## src/ihfm_pkg.sv

```systemverilog
// Shared types, register map and helpers for the IR helicopter frame modulator.
`timescale 1ns / 1ps
package ihfm_pkg;

   localparam int unsigned CSR_ADDR_W = 5;
   localparam int unsigned CSR_DATA_W = 32;
   localparam int unsigned DUR_W      = 18;
   localparam int unsigned WORD_W     = 32;

   // register reset values
   localparam logic [7:0]  CARRIER_HALF_RST = 8'd13;
   localparam logic [7:0]  HDR_MARK_RST     = 8'd76;
   localparam logic [15:0] HDR_SPACE_RST    = 16'd2000;
   localparam logic [7:0]  BIT_MARK_RST     = 8'd11;
   localparam logic [15:0] ONE_SPACE_RST    = 16'd688;
   localparam logic [15:0] ZERO_SPACE_RST   = 16'd288;
   localparam logic [17:0] GAP_RST          = 18'd60000;

   typedef enum logic [2:0] {
      REG_CARRIER_HALF = 3'd0,
      REG_HDR_MARK     = 3'd1,
      REG_HDR_SPACE    = 3'd2,
      REG_BIT_MARK     = 3'd3,
      REG_ONE_SPACE    = 3'd4,
      REG_ZERO_SPACE   = 3'd5,
      REG_GAP          = 3'd6
   } reg_idx_type;

   typedef struct packed {
      logic [7:0]  carrier_half;
      logic [7:0]  hdr_mark;
      logic [15:0] hdr_space;
      logic [7:0]  bit_mark;
      logic [15:0] one_space;
      logic [15:0] zero_space;
      logic [17:0] gap;
   } cfg_type;

   typedef enum logic [6:0] {
      PH_IDLE       = 7'b0000001,
      PH_HDR_MARK   = 7'b0000010,
      PH_HDR_SPACE  = 7'b0000100,
      PH_BIT_MARK   = 7'b0001000,
      PH_BIT_SPACE  = 7'b0010000,
      PH_CLOSE_MARK = 7'b0100000,
      PH_GAP        = 7'b1000000
   } phase_type;

   // classified tick: start flag plus the packed frame word
   typedef struct packed {
      logic              start;
      logic [WORD_W-1:0] word;
   } tick_type;

   typedef struct packed {
      logic     valid;
      tick_type item;
   } qh_type;

   // a zero length acts as one
   function automatic logic [7:0] nz8(input logic [7:0] v);
      return (v == 8'd0) ? 8'd1 : v;
   endfunction

   function automatic logic [15:0] nz16(input logic [15:0] v);
      return (v == 16'd0) ? 16'd1 : v;
   endfunction

endpackage

```

## src/ihfm_ifs.sv

```systemverilog
// Request and response channel interfaces of the frame modulator.
`timescale 1ns / 1ps
interface ihfm_req_if;
   logic       valid;
   logic       ready;
   logic       start_req;
   logic [7:0] yaw_byte;
   logic [7:0] pitch_byte;
   logic [7:0] throttle_byte;
   logic [7:0] trim_byte;

   modport source(output valid, start_req, yaw_byte, pitch_byte, throttle_byte, trim_byte,
                  input ready);
   modport sink(input valid, start_req, yaw_byte, pitch_byte, throttle_byte, trim_byte,
                output ready);
endinterface

interface ihfm_rsp_if;
   logic valid;
   logic ready;
   logic led_on;
   logic busy_res;
   logic frame_done;

   modport source(output valid, led_on, busy_res, frame_done, input ready);
   modport sink(input valid, led_on, busy_res, frame_done, output ready);
endinterface

```

## src/ihfm_csr.sv

```systemverilog
// APB-style register file holding the waveform timing registers.
`timescale 1ns / 1ps
module ihfm_csr
   import ihfm_pkg::*;
(
   input  logic                  clock,
   input  logic                  reset,
   input  logic                  psel,
   input  logic                  penable,
   input  logic                  pwrite,
   input  logic [CSR_ADDR_W-1:0] paddr,
   input  logic [CSR_DATA_W-1:0] pwdata,
   output logic [CSR_DATA_W-1:0] prdata,
   output logic                  pready,
   output cfg_type               cfg
);

   cfg_type     cfg_ff, cfg_in;
   reg_idx_type idx;
   logic        wr_en;

   assign idx    = reg_idx_type'(paddr[CSR_ADDR_W-1:2]);
   assign wr_en  = psel && penable && pwrite;
   assign pready = 1'b1;
   assign cfg    = cfg_ff;

   always_comb begin
      cfg_in = cfg_ff;
      if (wr_en) begin
         unique case (idx)
            REG_CARRIER_HALF: cfg_in.carrier_half = pwdata[7:0];
            REG_HDR_MARK:     cfg_in.hdr_mark     = pwdata[7:0];
            REG_HDR_SPACE:    cfg_in.hdr_space    = pwdata[15:0];
            REG_BIT_MARK:     cfg_in.bit_mark     = pwdata[7:0];
            REG_ONE_SPACE:    cfg_in.one_space    = pwdata[15:0];
            REG_ZERO_SPACE:   cfg_in.zero_space   = pwdata[15:0];
            REG_GAP:          cfg_in.gap          = pwdata[17:0];
            default:          cfg_in = cfg_ff;
         endcase
      end
   end

   always_comb begin
      unique case (idx)
         REG_CARRIER_HALF: prdata = CSR_DATA_W'(cfg_ff.carrier_half);
         REG_HDR_MARK:     prdata = CSR_DATA_W'(cfg_ff.hdr_mark);
         REG_HDR_SPACE:    prdata = CSR_DATA_W'(cfg_ff.hdr_space);
         REG_BIT_MARK:     prdata = CSR_DATA_W'(cfg_ff.bit_mark);
         REG_ONE_SPACE:    prdata = CSR_DATA_W'(cfg_ff.one_space);
         REG_ZERO_SPACE:   prdata = CSR_DATA_W'(cfg_ff.zero_space);
         REG_GAP:          prdata = CSR_DATA_W'(cfg_ff.gap);
         default:          prdata = '0;
      endcase
   end

   always_ff @(posedge clock) begin
      if (reset) begin
         cfg_ff.carrier_half <= CARRIER_HALF_RST;
         cfg_ff.hdr_mark     <= HDR_MARK_RST;
         cfg_ff.hdr_space    <= HDR_SPACE_RST;
         cfg_ff.bit_mark     <= BIT_MARK_RST;
         cfg_ff.one_space    <= ONE_SPACE_RST;
         cfg_ff.zero_space   <= ZERO_SPACE_RST;
         cfg_ff.gap          <= GAP_RST;
      end else begin
         cfg_ff <= cfg_in;
      end
   end

endmodule

```

## src/ihfm_front.sv

```systemverilog
// Front end: takes tick transactions, packs the frame word, queues two deep.
`timescale 1ns / 1ps
module ihfm_front
   import ihfm_pkg::*;
(
   input  logic       clock,
   input  logic       reset,
   ihfm_req_if.sink   req,
   output qh_type     q,
   input  logic       q_ready
);

   tick_type   entry_ff [2];
   logic [1:0] count_ff, count_in;
   logic       wr_ptr_ff, wr_ptr_in;
   logic       rd_ptr_ff, rd_ptr_in;
   logic       push, pop;
   tick_type   tick;

   // bytes go out yaw first, MSB first
   assign tick.start = req.start_req;
   assign tick.word  = {req.yaw_byte, req.pitch_byte, req.throttle_byte, req.trim_byte};

   assign req.ready = !count_ff[1];
   assign push      = req.valid && req.ready;
   assign q.valid   = (count_ff != 2'd0);
   assign q.item    = entry_ff[rd_ptr_ff];
   assign pop       = q.valid && q_ready;

   always_comb begin
      wr_ptr_in = push ? !wr_ptr_ff : wr_ptr_ff;
      rd_ptr_in = pop  ? !rd_ptr_ff : rd_ptr_ff;
      count_in  = count_ff + 2'(push) - 2'(pop);
   end

   always_ff @(posedge clock) begin
      if (reset) begin
         count_ff  <= 2'd0;
         wr_ptr_ff <= 1'b0;
         rd_ptr_ff <= 1'b0;
      end else begin
         count_ff  <= count_in;
         wr_ptr_ff <= wr_ptr_in;
         rd_ptr_ff <= rd_ptr_in;
      end
   end

   always_ff @(posedge clock) begin
      if (push) begin
         entry_ff[wr_ptr_ff] <= tick;
      end
   end

endmodule

```

## src/ihfm_engine.sv

```systemverilog
// Back end: one waveform tick per popped transaction, registered result.
`timescale 1ns / 1ps
module ihfm_engine
   import ihfm_pkg::*;
#(
   parameter int unsigned FRAME_BYTES = 4
) (
   input  logic        clock,
   input  logic        reset,
   input  cfg_type     cfg,
   input  qh_type      q,
   output logic        q_ready,
   ihfm_rsp_if.source  rsp
);

   localparam int unsigned FRAME_BITS = FRAME_BYTES * 8;
   localparam int unsigned BIT_W      = $clog2(FRAME_BITS);
   localparam logic [BIT_W-1:0] LAST_BIT = BIT_W'(FRAME_BITS - 1);

   phase_type         phase_ff, phase_in, ph;
   logic [WORD_W-1:0] shift_ff, shift_in, sh;
   logic [BIT_W-1:0]  bits_ff, bits_in, bl;
   logic [DUR_W-1:0]  dur_ff, dur_in, du, dur_dec, half_len;
   logic [7:0]        cc_ff, cc_in, cc, cc_dec;
   logic              level_ff, level_in, lv;
   logic              rsp_valid_ff, rsp_valid_in;
   logic              led_ff, led_in, busy_ff, busy_in, done_ff, done_in;
   logic              mark_done, pop;

   assign q_ready  = !rsp_valid_ff || rsp.ready;
   assign pop      = q.valid && q_ready;
   assign half_len = DUR_W'(nz8(cfg.carrier_half));

   // a start on an idle tick loads the frame and opens the header mark
   always_comb begin
      ph = phase_ff;
      sh = shift_ff;
      bl = bits_ff;
      du = dur_ff;
      cc = cc_ff;
      lv = level_ff;
      if ((phase_ff == PH_IDLE) && q.item.start) begin
         ph = PH_HDR_MARK;
         sh = q.item.word;
         bl = LAST_BIT;
         cc = nz8(cfg.hdr_mark);
         lv = 1'b1;
         du = half_len;
      end
   end

   always_comb begin
      phase_in  = ph;
      shift_in  = sh;
      bits_in   = bl;
      cc_in     = cc;
      level_in  = lv;
      dur_dec   = du - DUR_W'(1);
      cc_dec    = cc - 8'd1;
      dur_in    = dur_dec;
      mark_done = 1'b0;
      led_in    = 1'b0;
      busy_in   = 1'b1;
      done_in   = 1'b0;
      unique case (ph) inside
         PH_HDR_MARK, PH_BIT_MARK, PH_CLOSE_MARK: begin
            led_in = lv;
            if (dur_dec == '0) begin
               if (lv) begin
                  level_in = 1'b0;
                  dur_in   = half_len;
               end else begin
                  cc_in = cc_dec;
                  if (cc_dec == 8'd0) begin
                     mark_done = 1'b1;
                  end else begin
                     level_in = 1'b1;
                     dur_in   = half_len;
                  end
               end
            end
            if (mark_done) begin
               if (ph == PH_HDR_MARK) begin
                  phase_in = PH_HDR_SPACE;
                  dur_in   = DUR_W'(nz16(cfg.hdr_space));
               end else if (ph == PH_BIT_MARK) begin
                  phase_in = PH_BIT_SPACE;
                  dur_in   = DUR_W'(nz16(sh[WORD_W-1] ? cfg.one_space : cfg.zero_space));
               end else if (cfg.gap == '0) begin
                  done_in  = 1'b1;
                  phase_in = PH_IDLE;
               end else begin
                  phase_in = PH_GAP;
                  dur_in   = cfg.gap;
               end
            end
         end
         PH_HDR_SPACE, PH_BIT_SPACE, PH_GAP: begin
            if (dur_dec == '0) begin
               if (ph == PH_GAP) begin
                  done_in  = 1'b1;
                  phase_in = PH_IDLE;
               end else begin
                  if ((ph == PH_BIT_SPACE) && (bl == '0)) begin
                     phase_in = PH_CLOSE_MARK;
                  end else begin
                     if (ph == PH_BIT_SPACE) begin
                        shift_in = {sh[WORD_W-2:0], 1'b0};
                        bits_in  = bl - BIT_W'(1);
                     end
                     phase_in = PH_BIT_MARK;
                  end
                  cc_in    = nz8(cfg.bit_mark);
                  level_in = 1'b1;
                  dur_in   = half_len;
               end
            end
         end
         default: begin
            // idle, nothing moves
            phase_in = PH_IDLE;
            dur_in   = du;
            busy_in  = 1'b0;
         end
      endcase
   end

   assign rsp_valid_in = pop || (rsp_valid_ff && !rsp.ready);

   always_ff @(posedge clock) begin
      if (reset) begin
         phase_ff     <= PH_IDLE;
         shift_ff     <= '0;
         bits_ff      <= '0;
         dur_ff       <= '0;
         cc_ff        <= '0;
         level_ff     <= 1'b0;
         rsp_valid_ff <= 1'b0;
      end else begin
         rsp_valid_ff <= rsp_valid_in;
         if (pop) begin
            phase_ff <= phase_in;
            shift_ff <= shift_in;
            bits_ff  <= bits_in;
            dur_ff   <= dur_in;
            cc_ff    <= cc_in;
            level_ff <= level_in;
         end
      end
   end

   always_ff @(posedge clock) begin
      if (pop) begin
         led_ff  <= led_in;
         busy_ff <= busy_in;
         done_ff <= done_in;
      end
   end

   assign rsp.valid      = rsp_valid_ff;
   assign rsp.led_on     = led_ff;
   assign rsp.busy_res   = busy_ff;
   assign rsp.frame_done = done_ff;

endmodule

```

## src/ir_helicopter_frame_modulator.sv

```systemverilog
// Top level of the IR helicopter frame modulator: registers, front end, tick engine.
`timescale 1ns / 1ps
// Path: an accepted tick transaction is written into the front queue, then popped into
//   the result register that drives rsp; a stalled rsp holds it in the queue.
// Throughput: one tick per cycle while rsp takes results; a stalled rsp stops the pops.
// Reset: synchronous, active high; phase goes idle, queue and result empty,
//   timing registers return to their defaults. No clearing pass.
module ir_helicopter_frame_modulator
   import ihfm_pkg::*;
#(
   parameter int unsigned FRAME_BYTES = 4
) (
   input  logic                  clock,
   input  logic                  reset,
   ihfm_req_if.sink              req,
   ihfm_rsp_if.source            rsp,
   input  logic                  psel,
   input  logic                  penable,
   input  logic                  pwrite,
   input  logic [CSR_ADDR_W-1:0] paddr,
   input  logic [CSR_DATA_W-1:0] pwdata,
   output logic [CSR_DATA_W-1:0] prdata,
   output logic                  pready
);

   cfg_type cfg;
   qh_type  q_hs;   // front -> engine queue head
   logic    q_ready;

   // timing registers, sampled by the engine whenever an interval opens
   ihfm_csr u_csr (
      .clock   (clock),
      .reset   (reset),
      .psel    (psel),
      .penable (penable),
      .pwrite  (pwrite),
      .paddr   (paddr),
      .pwdata  (pwdata),
      .prdata  (prdata),
      .pready  (pready),
      .cfg     (cfg)
   );

   // front: accepts tick transactions, packs the four bytes, 2-deep queue
   ihfm_front u_front (
      .clock   (clock),
      .reset   (reset),
      .req     (req),
      .q       (q_hs),
      .q_ready (q_ready)
   );

   // back: frame sequencer and carrier generator, one tick per pop,
   // result held in an output register so the queue keeps flowing
   ihfm_engine #(
      .FRAME_BYTES (FRAME_BYTES)
   ) u_engine (
      .clock   (clock),
      .reset   (reset),
      .cfg     (cfg),
      .q       (q_hs),
      .q_ready (q_ready),
      .rsp     (rsp)
   );

`ifndef ASSERT_OFF
   // frame end only ever reported inside a frame
   a_done_busy: assert property (@(posedge clock) disable iff (reset)
      (rsp.valid && rsp.frame_done) |-> rsp.busy_res)
      else $error("frame_done outside a frame");

   // LED dark while idle
   a_idle_dark: assert property (@(posedge clock) disable iff (reset)
      (rsp.valid && !rsp.busy_res) |-> !rsp.led_on)
      else $error("LED driven while idle");

   // every queue pop lands in the result register
   a_pop_result: assert property (@(posedge clock) disable iff (reset)
      (q_hs.valid && q_ready) |=> rsp.valid)
      else $error("popped tick produced no result");
`endif

endmodule

```

## src/flat_wrapper.sv

```systemverilog
// flat-port wrapper written by rule: the top's interface ports become plain ports
module ir_helicopter_frame_modulator_flat import ihfm_pkg::*;
#(
   parameter int unsigned FRAME_BYTES = 4
)
  (clock, reset, psel, penable, pwrite, paddr, pwdata, prdata, pready, req_valid, req_start_req, req_yaw_byte, req_pitch_byte, req_throttle_byte, req_trim_byte, req_ready, rsp_valid, rsp_led_on, rsp_busy_res, rsp_frame_done, rsp_ready);
  ihfm_req_if req_i ();
  ihfm_rsp_if rsp_i ();
  input  logic clock;
  input  logic reset;
  input  logic psel;
  input  logic penable;
  input  logic pwrite;
  input  logic [CSR_ADDR_W-1:0] paddr;
  input  logic [CSR_DATA_W-1:0] pwdata;
  output logic [CSR_DATA_W-1:0] prdata;
  output logic pready;
  input wire logic [$bits(req_i.valid)-1:0] req_valid;
  input wire logic [$bits(req_i.start_req)-1:0] req_start_req;
  input wire logic [$bits(req_i.yaw_byte)-1:0] req_yaw_byte;
  input wire logic [$bits(req_i.pitch_byte)-1:0] req_pitch_byte;
  input wire logic [$bits(req_i.throttle_byte)-1:0] req_throttle_byte;
  input wire logic [$bits(req_i.trim_byte)-1:0] req_trim_byte;
  output wire logic [$bits(req_i.ready)-1:0] req_ready;
  output wire logic [$bits(rsp_i.valid)-1:0] rsp_valid;
  output wire logic [$bits(rsp_i.led_on)-1:0] rsp_led_on;
  output wire logic [$bits(rsp_i.busy_res)-1:0] rsp_busy_res;
  output wire logic [$bits(rsp_i.frame_done)-1:0] rsp_frame_done;
  input wire logic [$bits(rsp_i.ready)-1:0] rsp_ready;
  assign req_i.valid = req_valid;
  assign req_i.start_req = req_start_req;
  assign req_i.yaw_byte = req_yaw_byte;
  assign req_i.pitch_byte = req_pitch_byte;
  assign req_i.throttle_byte = req_throttle_byte;
  assign req_i.trim_byte = req_trim_byte;
  assign req_ready = req_i.ready;
  assign rsp_valid = rsp_i.valid;
  assign rsp_led_on = rsp_i.led_on;
  assign rsp_busy_res = rsp_i.busy_res;
  assign rsp_frame_done = rsp_i.frame_done;
  assign rsp_i.ready = rsp_ready;
  ir_helicopter_frame_modulator #(.FRAME_BYTES(FRAME_BYTES)) u_core (.clock(clock), .reset(reset), .req(req_i), .rsp(rsp_i), .psel(psel), .penable(penable), .pwrite(pwrite), .paddr(paddr), .pwdata(pwdata), .prdata(prdata), .pready(pready));
endmodule
```

## config.mk

```make
export PLATFORM = sky130hd
export DESIGN_NAME = ir_helicopter_frame_modulator_flat
export DESIGN_NICKNAME = d
export VERILOG_FILES = /design/src/ihfm_pkg.sv /design/src/ihfm_ifs.sv /design/src/ihfm_csr.sv /design/src/ihfm_front.sv /design/src/ihfm_engine.sv /design/src/ir_helicopter_frame_modulator.sv /design/src/flat_wrapper.sv
export SDC_FILE = /design/constraint.sdc
export NUM_CORES = 1
export LEC_CHECK = 0
export BUFFER_PORTS_ARGS = -buffer_cell sky130_fd_sc_hd__buf_2
export CORE_UTILIZATION = 45
export CTS_BUF_LIST = sky130_fd_sc_hd__clkbuf_8
export DETAILED_ROUTE_END_ITERATION = 6
export GPL_TIMING_DRIVEN = 0
export PLACE_DENSITY = 0.67
export SYNTH_ARGS = -nofsm -noshare
export SYNTH_HDL_FRONTEND = slang
export SYNTH_SLANG_ARGS = --single-unit
```

## constraint.sdc

```tcl
create_clock -name clock -period 7.25 [get_ports clock]
set_input_delay 0.3625 -clock clock [delete_from_list [all_inputs] [get_ports clock]]
set_output_delay 0.3625 -clock clock [all_outputs]
set_load 0.005 [all_outputs]
```

==> Word level (Yosys, flattened, before mapping) <==
Memory sizes are Yosys's and may differ from the RTL's. A register that Yosys moved wholly into a read port is not among the register bits.
Cells that the tools add are included.
Widths: inputs -> output; s select.
{ "totals": {"reg_bits": 169, "mem_bits_rw": 66, "inputBits": 77, "output_inout_bits": 38, "memories": 1} }
{ "memory_table": {"columns": ["name", "words", "width", "read_ports", "rd_clocked_by_memory_dff", "write_ports", "line_no", "source"], "rows": [
  ["u_core.u_front.entry_ff", 2, 33, 1, 1, 1, "ihfm_front.sv:13", "tick_type entry_ff [2];"]
]} }
{ "op_classes": {"addsub": 5, "eq_ne": 13, "muxes": 68, "n_reduce_logical": 35} }
{ "op_table": {"columns": ["cell", "count"], "rows": [
  ["$mux 32", 6],
  ["$mux 18", 10],
  ["$pmux 18 s7", 1],
  ["$mux 8", 8],
  ["$mux 16", 3],
  ["$mux 7", 6],
  ["$logic_not 18->1", 2],
  ["$pmux 18 s2", 1],
  ["$logic_not 16->1", 2],
  ["$logic_not 8->1", 4],
  ["$mux 5", 6],
  ["$mux 1", 21],
  ["$sub 18x1->18 const B", 1],
  ["$pmux 8 s2", 1],
  ["$pmux 7 s2", 1],
  ["$reduce_and 2->1", 7],
  ["$mux 6", 2],
  ["$eq 3x3->1 const B", 3],
  ["$sub 8x1->8 const B", 1],
  ["$eq 7x1->1 const B", 1],
  ["$eq 7x2->1 const B", 1],
  ["$eq 7x3->1 const B", 1],
  ["$eq 7x4->1 const B", 1],
  ["$eq 7x5->1 const B", 1],
  ["16 further kinds", 30]
]} }

==> Logic depth before layout (Yosys ltp) <==
{ "logic_depth": {"depth_word": 13, "mapped_depth": 19} }

==> By module <==
A second synthesis with hierarchy kept.
{ "hier_totals": {"hier_cells": 1300, "hier_area_um2": 12554.5} }
{ "modules_own_cells": {"columns": ["module", "n_inst", "cells_per_inst", "area_per_inst_um2", "seq_area_each_um2"], "rows": [
  ["ihfm_engine", 1, 709, 5408.9, 1531.5],
  ["ihfm_csr", 1, 461, 4394.2, 1801.7],
  ["ihfm_front", 1, 130, 2751.4, 2082.0]
]} }

==> Worst setup path before layout <==
Ideal clock, no wire load.
{ "synth_path": {"path_kind": "reg-to-reg", "start": "register u_core.u_engine.phase_ff[2]", "end": "register u_core.u_engine.shift_ff[25]", "arrival_ns": 5.000, "required_time_ns": 7.191, "setup_slack_ns": 2.191, "stages_incl_launch_ff": 19, "path_cell_list": "dfxtp_1 > clkbuf_1 > nor3_1 > and4_1 > buf_2 > buf_1 > mux2i_1 > ha_1 > buf_2 > or4b_1 > or4_4 > a221oi_4 > a21oi_2 > or3_1 > buf_6 > nor3_4 > buf_4 > mux2i_1 > o211a_1"} }
{ "synth_between": {"elab_chain_len": 9, "word_cells_on_any_way": 19} }
{ "synth_lines": {"columns": ["element", "line_no", "source"], "rows": [
  ["start, declared", "ihfm_engine.sv:20", "phase_type phase_ff, phase_in, ph;"],
  ["start signal, assigned", "ihfm_engine.sv:142", "phase_ff <= phase_in;"],
  ["branches (longest 8 deep; another with $sub 18x1->18)", null, null],
  ["$mux 32 *", "ihfm_engine.sv:65", "unique case (ph) inside"],
  ["end signal, assigned", "ihfm_engine.sv:143", "shift_ff <= shift_in;"],
  ["end, declared", "ihfm_engine.sv:21", "logic [WORD_W-1:0] shift_ff, shift_in, sh;"]
]} }
Mark *: on every way between the ends.
A chain may end at the register's enable or synchronous reset.

==> results.md <==
* Seq/Total Area, Yosys at 42.8%
* DRC errors left at 0
* Via Count at 12300
* Root Driver: clkbuf_8
* Fin. Hold Viols at 0
* # port buffers at 82
* Fin. max-slew vios at 0
* CTS sink cnt at about 240
* Nets at approximately 1700
* Power density over cell area at about 370 nW/µm²
* Kind of critical path: flip-flop to flip-flop
* Antenna Cells at 0
* Worst setup path end: u_core.u_engine.phase_ff[3]
* 1st-iter DRT viols at approximately 1500
* Largest net degree at the start of global routing at 34
* DIE AREA at between 20000 and 30000 µm²
* CP Max Fanout at 10
* FF-to-FF path depth at 17
* Max Buffers Root-to-Sink at 3
* Fin crit period at approximately 6.8 ns
* Ports at 115
* Share of the synthesized area in the top cell type at 26.4%
* H-tree Lvls at 2
* Slew @ Worst Pin at 1.26 ns
* Reg area at 5420 µm²
* Total Wirelength at 44400 µm
* Setup bufs post-CTS at 0
* Vias in the first global route at around 12000
* Total gr overflow at 0
* Status: complete, no violations
* Post_cts resized at 0
* # setup viols final at 0
* # hold bufs at CTS at 33
* GPL Wtd Cong at about 1
* RSZ-0062 raised after global routing: false
* Multi-input logic area at between 6000 and 7000 µm²
* Peak VDD IR at 0.200 mV
* Post-route clock period utilization at 93.5%
* Sum Neg Setup Slack at 0 ns
* Top cell type by total area after synthesis: dfxtp_1
* Data arrival, critical path at 7.28 ns
* Initial core utilization at 45.6%
* Hold path start: pwdata[16]
* Final Total Pwr at 5.46 mW
* Layout cells sized above 1 at 12.4%
* Type of the tightest min-delay check: primary input to flip-flop
* Post-Syn Area per Cell at just under 9 µm²
* Fmax at between 0.1 and 0.15 GHz
* Static Leak at around 5.6 nW
* Yosys cell types at 78
* Antenna Violating Nets Remaining at 0
* Worst-path clk slew at 0.06 ns
* Global-route wire length before repair at 67200 µm
* Crit Reg-Reg Endpoint: u_core.u_engine.phase_ff[3]
* Die width at 170 µm
* Total core area at 27700 µm²
* Internal reg-to-reg setup slack at roughly 0.47 ns
* Area Growth Syn to Fin at 17.1%
* Row cnt at 61
* Critical path endpoint category: flip-flop
* Max-cap violations at 0
* Fill count at 2619
* Syn Inst Count at 1425
* Worst EP required at roughly 7.8 ns
* Ys async rst share at 0%
* Type of origin of the critical path: flip-flop
* Synth top area cells: dfxtp_1 26%, edfxtp_1 16%, mux2i_1 8.0%
* Total track usage at a little under a third
* Cell area after synthesis at 12600 µm²
* CTS Buf Count at 42
* Synth Flop Type: dfxtp_1
* Antenna violations before repair at 0
* FF+latch count, synth at 236
* DR WL/cell at ~22 µm
* Final clock skew at around 0.03 ns
* Synth warn at 0
* Slew margin rel. at 15.5%
* CTS tree: built
* Post-synth EDFFs at 69
* Vias/cell at roughly 6.1
* Die Y at 170 µm
* DP Wirelength at 31900 µm
* Latest clock arrival within the worst-skew pair at between 0.5 and 0.6 ns
* Detailed Routing Iterations Pass 1 at 5
[per-stage QoR]
step	util [%]	setup slack, ns	instances	hold slack, ns	cell area (µm²)
floorplan	-	2.19	1438	0.432	12700
global placement	49.0	0.661	1898	0.441	13600
detailed placement	49.2	0.693	1900	0.453	13600
CTS	53.4	0.652	2009	0.0246	14800
global route	53.4	0.165	2009	0.0463	14800
finish	53.4	0.473	2009	0.0340	14800
[worst max-delay path, stage by stage, from the launching register on]
cell      delay (ns)
dfxtp_1         0.30
clkbuf_1        0.41
mux2_2          0.32
and4_1          0.37
buf_2           0.43
buf_1           0.71
mux2i_1         0.36
ha_1            0.18
buf_2           0.23
or4b_1          0.54
nor3_1          0.21
xnor2_1         0.14
a21oi_1         0.11
or4_1           0.66
buf_2           0.26
nor4_1          1.00
o211ai_1        0.29
nand3_1         0.17
[layout make-up]
type | count | share of cell area (%)
Inverter | 15 | 0.380
Timing Repair Buffer | 117 | 5.19
Clock inverter | 27 | 1.20
Clock buffer | 49 | 4.56
Tap cell | 378 | 3.19
Multi-Input combinational cell | 1059 | 44.9
Buffer | 128 | 3.96
Sequential cell | 236 | 36.6
[worst min-delay path by stage]
stage,endpoint,slack (ns),cells past startpoint
after floorplan,u_core.u_engine.shift_ff[0],0.43,2
after global placement,u_core.u_engine.shift_ff[0],0.44,2
after detailed placement,u_core.u_engine.shift_ff[0],0.45,2
after CTS,u_core.u_csr.cfg[16],0.02,3
after global routing,u_core.u_csr.cfg[17],0.05,3
final,u_core.u_csr.cfg[16],0.03,3
[layer usage]
metal  up-vias  track usage [%]  wire, µm
li1       5663                -         -
met1      5840             41.4     18400
met2       679             48.2     20100
met3       108             5.88      4460
met4         0             10.9      1420
met5         -                0         0
[cell usage after synthesis (5+ instances only)]
master     number
nand2_1       203
dfxtp_1       167
nor2_1        108
a21oi_1       103
mux2i_1       101
clkbuf_1       94
edfxtp_1       69
o21ai_0        49
nand3_1        47
a211oi_1       44
nor4_1         31
nor3_1         30
o211a_1        28
a31oi_1        25
a22oi_1        22
o22ai_1        22
buf_4          16
o211ai_1       16
inv_1          14
a221oi_1       13
mux2_2         12
and3_1         11
nor2b_1        11
xor2_1         11
or3_1          10
o2111ai_1       9
o221ai_1        9
xnor2_1         9
nand2b_1        8
nand4_1         8
or4_1           8
a32oi_1         7
buf_1           7
ha_1            7
a41oi_1         5
buf_2           5
buf_6           5
o31a_1          5
or2_2           5
[power by group]
group	internal [mW]	switching [mW]	total [mW]
Clock	0.691	0.584	1.27
Sequential	1.60	0.162	1.76
Combinational	0.831	1.59	2.42
[cell usage in the layout, fill, tap and decap left out, types with 16 or more instances in the layout]
cell	count
dfxtp_1	167
edfxtp_1	69
buf_2	87
nor3_1	30
inv_1	32
nor2_1	107
a21oi_1	103
a31oi_1	25
dlygate4sd3_1	33
nor4_1	30
nand2_1	203
o21ai_0	49
nand3_1	47
a211oi_1	44
o211ai_1	16
o22ai_1	22
o211a_1	28
mux2i_1	101
a22oi_1	22
buf_4	17
clkbuf_1	94
clkbuf_8	49
[cell families after synthesis]
logic type	share of synthesized area (%)
and+or+nand+nor	19.0
AOI/OAI and AO/OA	21.5
DFF	42.8
buffers and inverters	5.08
muxes	9.42
xor gates and xnor gates	1.39
adders and majority gates	0.692
other	0.0594
[state kept, by name, indices dropped and copies added (netlist names), 2 cells and up, named ones only]
signal	cells
u_core.u_engine.dur_ff	18
u_core.u_engine.bits_ff	5
u_core.u_front.count_ff	2
u_core.u_engine.shift_ff	32
u_core.u_engine.cc_ff	8
u_core.u_engine.phase_ff	7
u_core.u_csr.cfg	90
u_core.u_front.entry_ff	66
No activity file was read; power rests on OpenSTA's default activity.
